**config.mk**
```make
export PLATFORM = sky130hd
export DESIGN_NAME = reservoir_sampler_unit
export DESIGN_NICKNAME = d
export VERILOG_FILES = /design/src/rsmp_pkg.sv /design/src/reservoir_sampler_unit.sv /design/src/rsmp_ctrl.sv /design/src/rsmp_dp.sv
export SDC_FILE = /design/constraint.sdc
export NUM_CORES = 2
export LEC_CHECK = 0
export BUFFER_PORTS_ARGS = -buffer_cell sky130_fd_sc_hd__clkbuf_2
export CAP_MARGIN = 25
export CORE_MARGIN = 4
export CORE_UTILIZATION = 30
export DETAILED_ROUTE_END_ITERATION = 7
export SLEW_MARGIN = 20
export SYNTH_ARGS = -nofsm -noshare
export SYNTH_HDL_FRONTEND = slang
export SYNTH_HIERARCHICAL = 1
export SYNTH_SLANG_ARGS = --single-unit
```
**constraint.sdc**
```tcl
create_clock -name clk -period 8 [get_ports clk]
set_input_delay 1.6 -clock clk [delete_from_list [all_inputs] [get_ports clk]]
set_output_delay 1.6 -clock clk [all_outputs]
set_load 0.05 [all_outputs]
```
**src/rsmp_pkg.sv**
```systemverilog
// Shared types, constants and codes for the reservoir sampler.
package rsmp_pkg;

    localparam int RES_DEPTH = 64;
    localparam int ADDR_W    = $clog2(RES_DEPTH);
    localparam int CNT_W     = $clog2(RES_DEPTH + 1);
    localparam int CFG_W     = 7;
    localparam int ITEM_W    = 64;
    localparam int RND_W     = 31;
    localparam int SEEN_W    = 32;
    localparam int STEP_W    = $clog2(RND_W);
    localparam int IN_DATA_W = ((ITEM_W + RND_W + 7) / 8) * 8;

    localparam logic [CFG_W-1:0]  SAMPLE_RESET = CFG_W'(1);
    localparam logic [STEP_W-1:0] LAST_STEP    = STEP_W'(RND_W - 1);

    localparam logic OP_PUSH  = 1'b0;
    localparam logic OP_FLUSH = 1'b1;

    typedef enum logic [1:0] {
        ST_IDLE,
        ST_DIV,
        ST_REPL,
        ST_FLUSH
    } state_t;

    typedef struct packed {
        logic take;
        logic div_step;
        logic replace;
        logic flush_load;
        logic flush_end;
    } cmd_t;

    typedef struct packed {
        logic fill_lt_cap;
        logic div_last;
        logic out_free;
        logic flush_last;
    } status_t;

endpackage

```
**src/reservoir_sampler_unit.sv**
```systemverilog
// Top level of the reservoir sampler: stream ports, configuration port, controller and datapath.
// A push word that lands in a free slot is written directly; once the reservoir is full a push
// runs the 31-step radix-2 divider that reduces the random word modulo the seen count and
// then writes the chosen slot. A flush emits one output word per
// cycle from the reservoir memory (fill count words, or one empty word), paced by m_axis_tready.
// The configuration register is always ready and should be written only while the block is idle.
module reservoir_sampler_unit
    import rsmp_pkg::*;
(
    input  logic                 clk,
    input  logic                 rst_n,
    input  logic                 cfg_valid,
    output logic                 cfg_ready,
    input  logic [CFG_W-1:0]     cfg_data,
    input  logic                 s_axis_tvalid,
    output logic                 s_axis_tready,
    input  logic [IN_DATA_W-1:0] s_axis_tdata,   // item_value, random_word, zero pad
    input  logic                 s_axis_tuser,   // op
    output logic                 m_axis_tvalid,
    input  logic                 m_axis_tready,
    output logic [ITEM_W-1:0]    m_axis_tdata,   // item_value_res
    output logic                 m_axis_tuser,   // valid_res
    output logic                 m_axis_tlast
);

    cmd_t    cmd;
    status_t status;
    logic    unused_pad;

    assign cfg_ready  = 1'b1;
    assign unused_pad = ^s_axis_tdata[IN_DATA_W-1:ITEM_W+RND_W];

    rsmp_ctrl u_ctrl (
        .clk      (clk),
        .rst_n    (rst_n),
        .in_valid (s_axis_tvalid),
        .in_op    (s_axis_tuser),
        .in_ready (s_axis_tready),
        .status   (status),
        .cmd      (cmd)
    );

    rsmp_dp u_dp (
        .clk       (clk),
        .rst_n     (rst_n),
        .cfg_we    (cfg_valid),
        .cfg_wdata (cfg_data),
        .in_op     (s_axis_tuser),
        .in_item   (s_axis_tdata[ITEM_W-1:0]),
        .in_rnd    (s_axis_tdata[ITEM_W+RND_W-1:ITEM_W]),
        .cmd       (cmd),
        .status    (status),
        .out_ready (m_axis_tready),
        .out_valid (m_axis_tvalid),
        .out_item  (m_axis_tdata),
        .out_flag  (m_axis_tuser),
        .out_last  (m_axis_tlast)
    );

endmodule

```
**src/rsmp_ctrl.sv**
```systemverilog
// Controller state machine for the reservoir sampler.
module rsmp_ctrl
    import rsmp_pkg::*;
(
    input  logic    clk,
    input  logic    rst_n,
    input  logic    in_valid,
    input  logic    in_op,
    output logic    in_ready,
    input  status_t status,
    output cmd_t    cmd
);

    state_t state_reg;
    state_t state_next;

    always_ff @(posedge clk or negedge rst_n)
    begin
        if (!rst_n)
        begin
            state_reg <= ST_IDLE;
        end
        else
        begin
            state_reg <= state_next;
        end
    end

    always_comb
    begin
        state_next = state_reg;
        cmd        = '0;
        in_ready   = 1'b0;
        case (state_reg)
            ST_IDLE:
            begin
                in_ready = 1'b1;
                if (in_valid)
                begin
                    cmd.take = 1'b1;
                    if (in_op == OP_FLUSH)
                    begin
                        state_next = ST_FLUSH;
                    end
                    else if (!status.fill_lt_cap)
                    begin
                        state_next = ST_DIV;
                    end
                end
            end
            ST_DIV:
            begin
                cmd.div_step = 1'b1;
                if (status.div_last)
                begin
                    state_next = ST_REPL;
                end
            end
            ST_REPL:
            begin
                cmd.replace = 1'b1;
                state_next  = ST_IDLE;
            end
            ST_FLUSH:
            begin
                if (status.out_free)
                begin
                    cmd.flush_load = 1'b1;
                    if (status.flush_last)
                    begin
                        cmd.flush_end = 1'b1;
                        state_next    = ST_IDLE;
                    end
                end
            end
            default:
            begin
                state_next = ST_IDLE;
            end
        endcase
    end

endmodule

```
**src/rsmp_dp.sv**
```systemverilog
// Datapath of the reservoir sampler: counters, divider, reservoir memory and output register.
module rsmp_dp
    import rsmp_pkg::*;
(
    input  logic                 clk,
    input  logic                 rst_n,
    input  logic                 cfg_we,
    input  logic [CFG_W-1:0]     cfg_wdata,
    input  logic                 in_op,
    input  logic [ITEM_W-1:0]    in_item,
    input  logic [RND_W-1:0]     in_rnd,
    input  cmd_t                 cmd,
    output status_t              status,
    input  logic                 out_ready,
    output logic                 out_valid,
    output logic [ITEM_W-1:0]    out_item,
    output logic                 out_flag,
    output logic                 out_last
);

    logic [CFG_W-1:0]  sample_reg;
    logic [CNT_W-1:0]  fill_reg;
    logic [SEEN_W-1:0] seen_reg;
    logic [SEEN_W-1:0] seen_next;
    logic [ITEM_W-1:0] item_reg;
    logic [RND_W-1:0]  num_reg;
    logic [SEEN_W-1:0] rem_reg;
    logic [SEEN_W-1:0] rem_next;
    logic [STEP_W-1:0] step_reg;
    logic [CNT_W-1:0]  idx_reg;
    logic              out_valid_reg;
    logic [ITEM_W-1:0] out_item_reg;
    logic              out_flag_reg;
    logic              out_last_reg;

    logic [ITEM_W-1:0] mem [RES_DEPTH];

    logic [CNT_W-1:0]  cap;
    logic [SEEN_W:0]   rem_shift;
    logic              push_direct;
    logic              wr_en;
    logic [ADDR_W-1:0] wr_addr;
    logic [ITEM_W-1:0] wr_data;

    assign cap = (sample_reg > CFG_W'(RES_DEPTH)) ? CNT_W'(RES_DEPTH) : CNT_W'(sample_reg);

    assign seen_next = (seen_reg == '1) ? seen_reg : seen_reg + SEEN_W'(1);

    assign rem_shift = {rem_reg, num_reg[RND_W-1]};
    assign rem_next  = (rem_shift >= {1'b0, seen_reg}) ?
                       SEEN_W'(rem_shift - {1'b0, seen_reg}) : rem_shift[SEEN_W-1:0];

    assign push_direct = cmd.take && (in_op == OP_PUSH) && status.fill_lt_cap;

    always_comb
    begin
        wr_en   = 1'b0;
        wr_addr = fill_reg[ADDR_W-1:0];
        wr_data = in_item;
        if (push_direct)
        begin
            wr_en = 1'b1;
        end
        else if (cmd.replace && (rem_reg < SEEN_W'(cap)))
        begin
            wr_en   = 1'b1;
            wr_addr = rem_reg[ADDR_W-1:0];
            wr_data = item_reg;
        end
    end

    assign status.fill_lt_cap = fill_reg < cap;
    assign status.div_last    = step_reg == LAST_STEP;
    assign status.out_free    = !out_valid_reg || out_ready;
    assign status.flush_last  = (fill_reg == '0) || ((idx_reg + CNT_W'(1)) == fill_reg);

    always_ff @(posedge clk or negedge rst_n)
    begin
        if (!rst_n)
        begin
            sample_reg    <= SAMPLE_RESET;
            fill_reg      <= '0;
            seen_reg      <= '0;
            step_reg      <= '0;
            idx_reg       <= '0;
            out_valid_reg <= 1'b0;
        end
        else
        begin
            if (cfg_we)
            begin
                sample_reg <= cfg_wdata;
            end
            if (cmd.take && (in_op == OP_PUSH))
            begin
                seen_reg <= seen_next;
            end
            if (push_direct)
            begin
                fill_reg <= fill_reg + CNT_W'(1);
            end
            if (cmd.take)
            begin
                step_reg <= '0;
            end
            else if (cmd.div_step)
            begin
                step_reg <= step_reg + STEP_W'(1);
            end
            if (cmd.flush_end)
            begin
                fill_reg <= '0;
                seen_reg <= '0;
                idx_reg  <= '0;
            end
            else if (cmd.flush_load)
            begin
                idx_reg <= idx_reg + CNT_W'(1);
            end
            if (cmd.flush_load)
            begin
                out_valid_reg <= 1'b1;
            end
            else if (out_ready)
            begin
                out_valid_reg <= 1'b0;
            end
        end
    end

    always_ff @(posedge clk)
    begin
        if (cmd.take)
        begin
            item_reg <= in_item;
            num_reg  <= in_rnd;
            rem_reg  <= '0;
        end
        else if (cmd.div_step)
        begin
            num_reg <= {num_reg[RND_W-2:0], 1'b0};
            rem_reg <= rem_next;
        end
    end

    always_ff @(posedge clk)
    begin
        if (wr_en)
        begin
            mem[wr_addr] <= wr_data;
        end
        if (cmd.flush_load)
        begin
            if (fill_reg == '0)
            begin
                out_item_reg <= '0;
                out_flag_reg <= 1'b0;
                out_last_reg <= 1'b1;
            end
            else
            begin
                out_item_reg <= mem[idx_reg[ADDR_W-1:0]];
                out_flag_reg <= 1'b1;
                out_last_reg <= status.flush_last;
            end
        end
    end

    assign out_valid = out_valid_reg;
    assign out_item  = out_item_reg;
    assign out_flag  = out_flag_reg;
    assign out_last  = out_last_reg;

endmodule

```
* Word level (Yosys, flattened, before mapping)
Memory sizes are Yosys's and may differ from the RTL's. A register that Yosys moved wholly into a read port is not among the register bits. Index checks and enable logic that the tools add are counted.
Word-level totals: flip-flop bits (word level) 190, memories 1, input port bits 109, bits in writable memories 4096
Memory list:
- u_dp.mem | words 64, bits a word 64, rd ports 1, clocked after Yosys merged registers in 1, wr ports 1, RTL line rsmp_dp.sv:36 | logic [ITEM_W-1:0] mem [RES_DEPTH];
Operators by class: magnitude comparators 4, add/subtract/negate cells 5, bitwise logic cells 1, reduce and logical (&&, ||, !) cells 15, equal/unequal tests 12, multiplexer cells 39
Operator list (count):
- 32-bit two-way mux | 4
- 64-bit two-way mux | 2
- 31-bit two-way mux | 2
- 7-bit two-way mux | 5
- 33-bit by 32-bit greater-or-equal comparator with 1-bit output | 1
- 32-bit by 1-bit adder with 32-bit output (second input constant) | 1
- 32-bit equality test (second input constant) | 1
- 32-bit by 7-bit < comparator with 1-bit output | 1
- 32-bit subtractor | 1
- 2-bit two-way mux | 8
- 7-bit by 1-bit adder with 7-bit output (second input constant) | 2
- 1-bit two-way mux | 13
- 6-bit two-way mux | 2
- 5-bit two-way mux | 2
- 2-bit inequality test (second input constant) | 5
- 2-bit nonzero test | 5
- 2-bit one-hot mux with 4 select lines | 1
- 7-bit equality test | 1
- 7-bit > comparator (second input constant) | 1
- 7-bit zero test | 1
- 7-bit < comparator | 1
- 5-bit by 1-bit adder with 5-bit output (second input constant) | 1
- 5-bit equality test (second input constant) | 1
- 5-bit AND reduction | 1
- other kinds (9) | 13

* Longest topological paths before layout
word-level depth 8, mapped depth 16, gate-level depth less buffers 12

* Hierarchy
The synthesis kept the hierarchy.
By module, submodules not included:
- rsmp_dp | cells an instance 6988, area each 168340.2 um^2, times used 1
- rsmp_ctrl | cells an instance 19, area each 152.6 um^2, times used 1
- reservoir_sampler_unit | cells an instance 2, area each 11.3 um^2, times used 1

* Worst setup path before layout
No wires, ideal clock.
path type input to register, start input s_axis_tvalid, end memory u_dp.mem[47][0], enable pin, path buffers 2, arrival 8.191 ns, slack -0.677 ns, library setup time 0.487 ns, stages 8, cell sequence nor3b_2 nor2b_1 a21boi_2 a311o_1 buf_6 buf_6 a31oi_4 nor2_1
Between the ends: longest elaborated chain between the ends 7
RTL lines:
- start: declaration | RTL line reservoir_sampler_unit.sv:15 | input logic s_axis_tvalid,
- 1-bit two-way mux (*) | RTL line rsmp_ctrl.sv:38 | if (in_valid)
- 1-bit two-way mux (*) | RTL line rsmp_ctrl.sv:34 | case (state_reg)
- 1-bit logical AND (*) (2 in a row) | RTL line rsmp_dp.sv:53 | assign push_direct = cmd.take && (in_op == OP_PUSH) && status.fill_lt_cap;
- 1-bit two-way mux | RTL line rsmp_dp.sv:60 | if (push_direct)
- 1-bit two-way mux | RTL line rsmp_dp.sv:148 | if (wr_en)
- 1-bit two-way mux (not written as such) | RTL line rsmp_dp.sv:150 | mem[wr_addr] <= wr_data;
- end: declaration | RTL line rsmp_dp.sv:36
Mark *: on every way between the ends. The rest lies on a longest branch, timed or not.

* Final worst setup path
start register u_dp.sample_reg[6], end memory u_dp.mem[12][15], enable pin
Between the ends: longest elaborated chain between the ends 8
RTL lines:
- start: declaration | RTL line rsmp_dp.sv:21 | logic [CFG_W-1:0] sample_reg;
- start signal: assignment | RTL line rsmp_dp.sv:92 | sample_reg <= cfg_wdata;
- 7-bit > comparator | RTL line rsmp_dp.sv:45 | assign cap = (sample_reg > CFG_W'(RES_DEPTH)) ? CNT_W'(RES_DEPTH) : CNT_W'(sample_reg);
- 7-bit two-way mux (*) | RTL line rsmp_dp.sv:45
- 32-bit by 7-bit < comparator with 1-bit output | RTL line rsmp_dp.sv:64 | else if (cmd.replace && (rem_reg < SEEN_W'(cap)))
- 1-bit logical AND | RTL line rsmp_dp.sv:64
- 1-bit two-way mux | RTL line rsmp_dp.sv:64
- 1-bit two-way mux | RTL line rsmp_dp.sv:60
- 1-bit two-way mux | RTL line rsmp_dp.sv:148
- 1-bit two-way mux (not written as such) | RTL line rsmp_dp.sv:150
Marks and branches as above.

==> impl_metrics.json <==
{
  "status": "finished, final reports clean",
  "p_leak_uw": 0.0583,
  "pre_cts_slack_ns": 1.63,
  "wl_um": 442000,
  "worstSetupEndpointType": "flop",
  "synth_compound_area_share_pct": 0.778,
  "drv_cap": 0,
  "antenna_found_initial": 36,
  "skew_ns": 0.0660,
  "synth_top_family_by_area": "multiplexers",
  "cts_max_level": 5,
  "dieArea_um2": 574000,
  "rr_startpoint": "u_dp/sample_reg[6]$_DFFE_PN0P_",
  "finalHoldViolCount": 0,
  "crit_chain": "inv_1 -> nand2_1 -> ha_1 -> a2111oi_0 -> o21ai_0 -> a21boi_2 -> a311o_2 -> buf_12 -> a31oi_4 -> nor2_4 -> buf_4 -> buf_4",
  "dp_hpwl_um": 235000,
  "critical_path_class": "reg2reg",
  "dieWidth_um": 757,
  "period_needed_ns": 5.76,
  "track_usage_pct": 15.1,
  "dr_total_vias": 77954,
  "wl_per_cell_um": 28.9,
  "die-height_um": 757,
  "rows": 275,
  "finalSetupViolCount": 0,
  "cp_common_cell": "buf_4",
  "reg2reg_depth": 12,
  "synthArstFlopShare_pct": 1.40,
  "path_delay_family": "buffers and inverters",
  "ioPinCount": 178,
  "cts_resized": 0,
  "timing.hold.ws_ns": 0.514,
  "drtIter0Drc": 9807,
  "postCtsHoldBufs": 0,
  "largest_reg_flops": 4096,
  "hold_path.class": "reg2reg",
  "synth_nets": 7169,
  "power_uw": 60600,
  "layout-drive-gt1-share_pct": 32.0,
  "post-route-period-util_pct": 72.0,
  "grt_pass1_vias": 79671,
  "synth_fa_ha_area_share_pct": 0.383,
  "synth_warnings": 6,
  "path_depth": 12,
  "area.growth.synth_to_final_pct": 14.7,
  "cts_sinks": 4350,
  "cp.required_ns": 8.56,
  "overflow": 0,
  "whs_path_depth": 1,
  "p_per_area_nw_per_um2": 314,
  "initial_core_util_pct": 30.1,
  "hold_start": "u_dp/sample_reg[2]$_DFFE_PN0P_",
  "fmaxAchievable_mhz": 174,
  "max_stage_delay_ns": 0.86,
  "clk_latency_ns": 1.03,
  "worstMarginPinSlew_ns": 1.18,
  "synth_edf_count": 4257,
  "ant_nets": 0,
  "clk_path_buf_depth": 4,
  "cp_num_buf_inv": 4,
  "final_common_cell": "edfxtp_1",
  "avgSynthCellArea_um2": 24.0,
  "maxSlewViolCount": 0,
  "grt_max_degree": 138,
  "yosys.area_share.simple_pct": 1.36,
  "synth_mux_area_share_pct": 18.9,
  "synth.top_cell.area_share_pct": 75.9,
  "synth_top_area_cell": "edfxtp_1",
  "netlist_area_um2": 169000,
  "vdd_drop_max_uv": 370,
  "cts_buffers": 421,
  "gp_congestion": 0.791,
  "grt_first_pass_wirelength_um": 622000,
  "ys.flop_type": "edfxtp_1",
  "final_cell_mix": "4257 x edfxtp_1, 1344 x mux4_2, 423 x clkbuf_16",
  "fin_nets": 7590,
  "rsz0062_at_grt": "false",
  "dr.pass1.iters": 5,
  "synth-xor-area-share_pct": 0.395,
  "fp.coreArea_um2": 560000,
  "cp-startpoint": "u_dp/sample_reg[6]$_DFFE_PN0P_",
  "arrival_ns": 6.32,
  "cts_tree": "built",
  "root_buffer": "clkbuf_16",
  "synthTopCellsByArea": "edfxtp_1 76%, mux4_2 18%, dfrtp_1 0.89%",
  "tns_ns": 0,
  "drc": 0,
  "slowest_stage": "buf_4",
  "clk_pin_slew_ns": 0.06,
  "netlist_instances": 7009,
  "ys_seq_area_share_pct": 77.2,
  "start_kind": "flop",
  "worstPathMaxFanout": 37,
  "post_cts_buffers": 0,
  "port-buffer-count": 175,
  "synth_cell_types": 73,
  "drt-vias-per-instance": 5.10,
  "fin_ws_ns": 2.24,
  "relSlewSlack_pct": 21.4,
  "ys_ff_latch": 4350
}
[where the power goes]
group	internal [uW]	switching, uW	total [uW]	leakage, uW
Sequential	25700	466	26100	0.0394
Combinational	7190	7810	15000	0.0123
Clock	10900	8600	19500	0.00655
Total	43800	16900	60600	0.0583
[Yosys cell counts (24+ instances only)]
| library cell | number |
|---|---|
| xor2_1 | 28 |
| and2_1 | 68 |
| buf_2 | 99 |
| clkbuf_1 | 230 |
| o21ai_0 | 43 |
| dfrtp_1 | 60 |
| dfxtp_1 | 32 |
| edfxtp_1 | 4257 |
| mux2_2 | 40 |
| xnor2_1 | 48 |
| nand2_1 | 68 |
| mux2_4 | 60 |
| nand3_1 | 40 |
| nor3_1 | 24 |
| ha_1 | 50 |
| nor2_1 | 171 |
| a21oi_1 | 48 |
| mux4_2 | 1344 |
| inv_1 | 47 |
| a211oi_1 | 27 |
[kinds of logic after synthesis]
group | Yosys count
flip-flops | 4350
multiplexers | 1465
AND/OR/NAND/NOR | 462
buffers and inverters | 410
AO/OA/AOI/OAI | 194
XOR/XNOR | 76
adder cells (fa/ha/maj) | 51
other | 1
[per-stage QoR]
stage,cell area (um^2),cells,util (%)
finish,193000,15272,34.5
CTS,193000,15262,34.5
floorplan,169000,7009,-
detailed placement,180000,14485,32.1
global route,193000,15268,34.5
global placement,180000,14479,32.1
[routing by layer]
metal	up-vias	GRT usage, %	part of all wire (%)
met5	-	0	0.026
met4	18	4.29	3.0
met3	715	2.64	7.8
met2	3353	25.2	49
met1	42834	20.3	40
li1	31034	-	-
[worst paths after layout]
kind | endpoint | slack [ns]
max reg2reg | u_dp/mem[12][15]$_DFFE_PP_ | 2.24
min reg2reg | u_dp/sample_reg[2]$_DFFE_PN0P_ | 0.51
min | u_dp/sample_reg[2]$_DFFE_PN0P_ | 0.51
max in group asynchronous | u_dp/idx_reg[3]$_DFFE_PN0P_ | 6.48
min in group asynchronous | u_dp/seen_reg[17]$_DFFE_PN0P_ | 0.83
max | u_dp/mem[12][15]$_DFFE_PP_ | 2.24
[final cells by class]
type | count | area, um^2
well taps | 7479 | 9360
clock buffers | 518 | 10900
diodes | 9 | 22.5
clock inverters | 259 | 2520
flip-flops and latches | 4350 | 130000
repair buffers | 361 | 2900
fillers | 51356 | 367000
inverters | 47 | 176
multi-input cells | 2249 | 37400
[worst register-to-register path, delay by kind of cell (launching register included)]
kind,cells,cell delay (ns)
fa+ha+maj,1,0.33
flops,1,0.39
buf+inv,4,2.06
simple gates,2,0.45
compound gates,5,2.05
(Power assumes the default switching activity.)
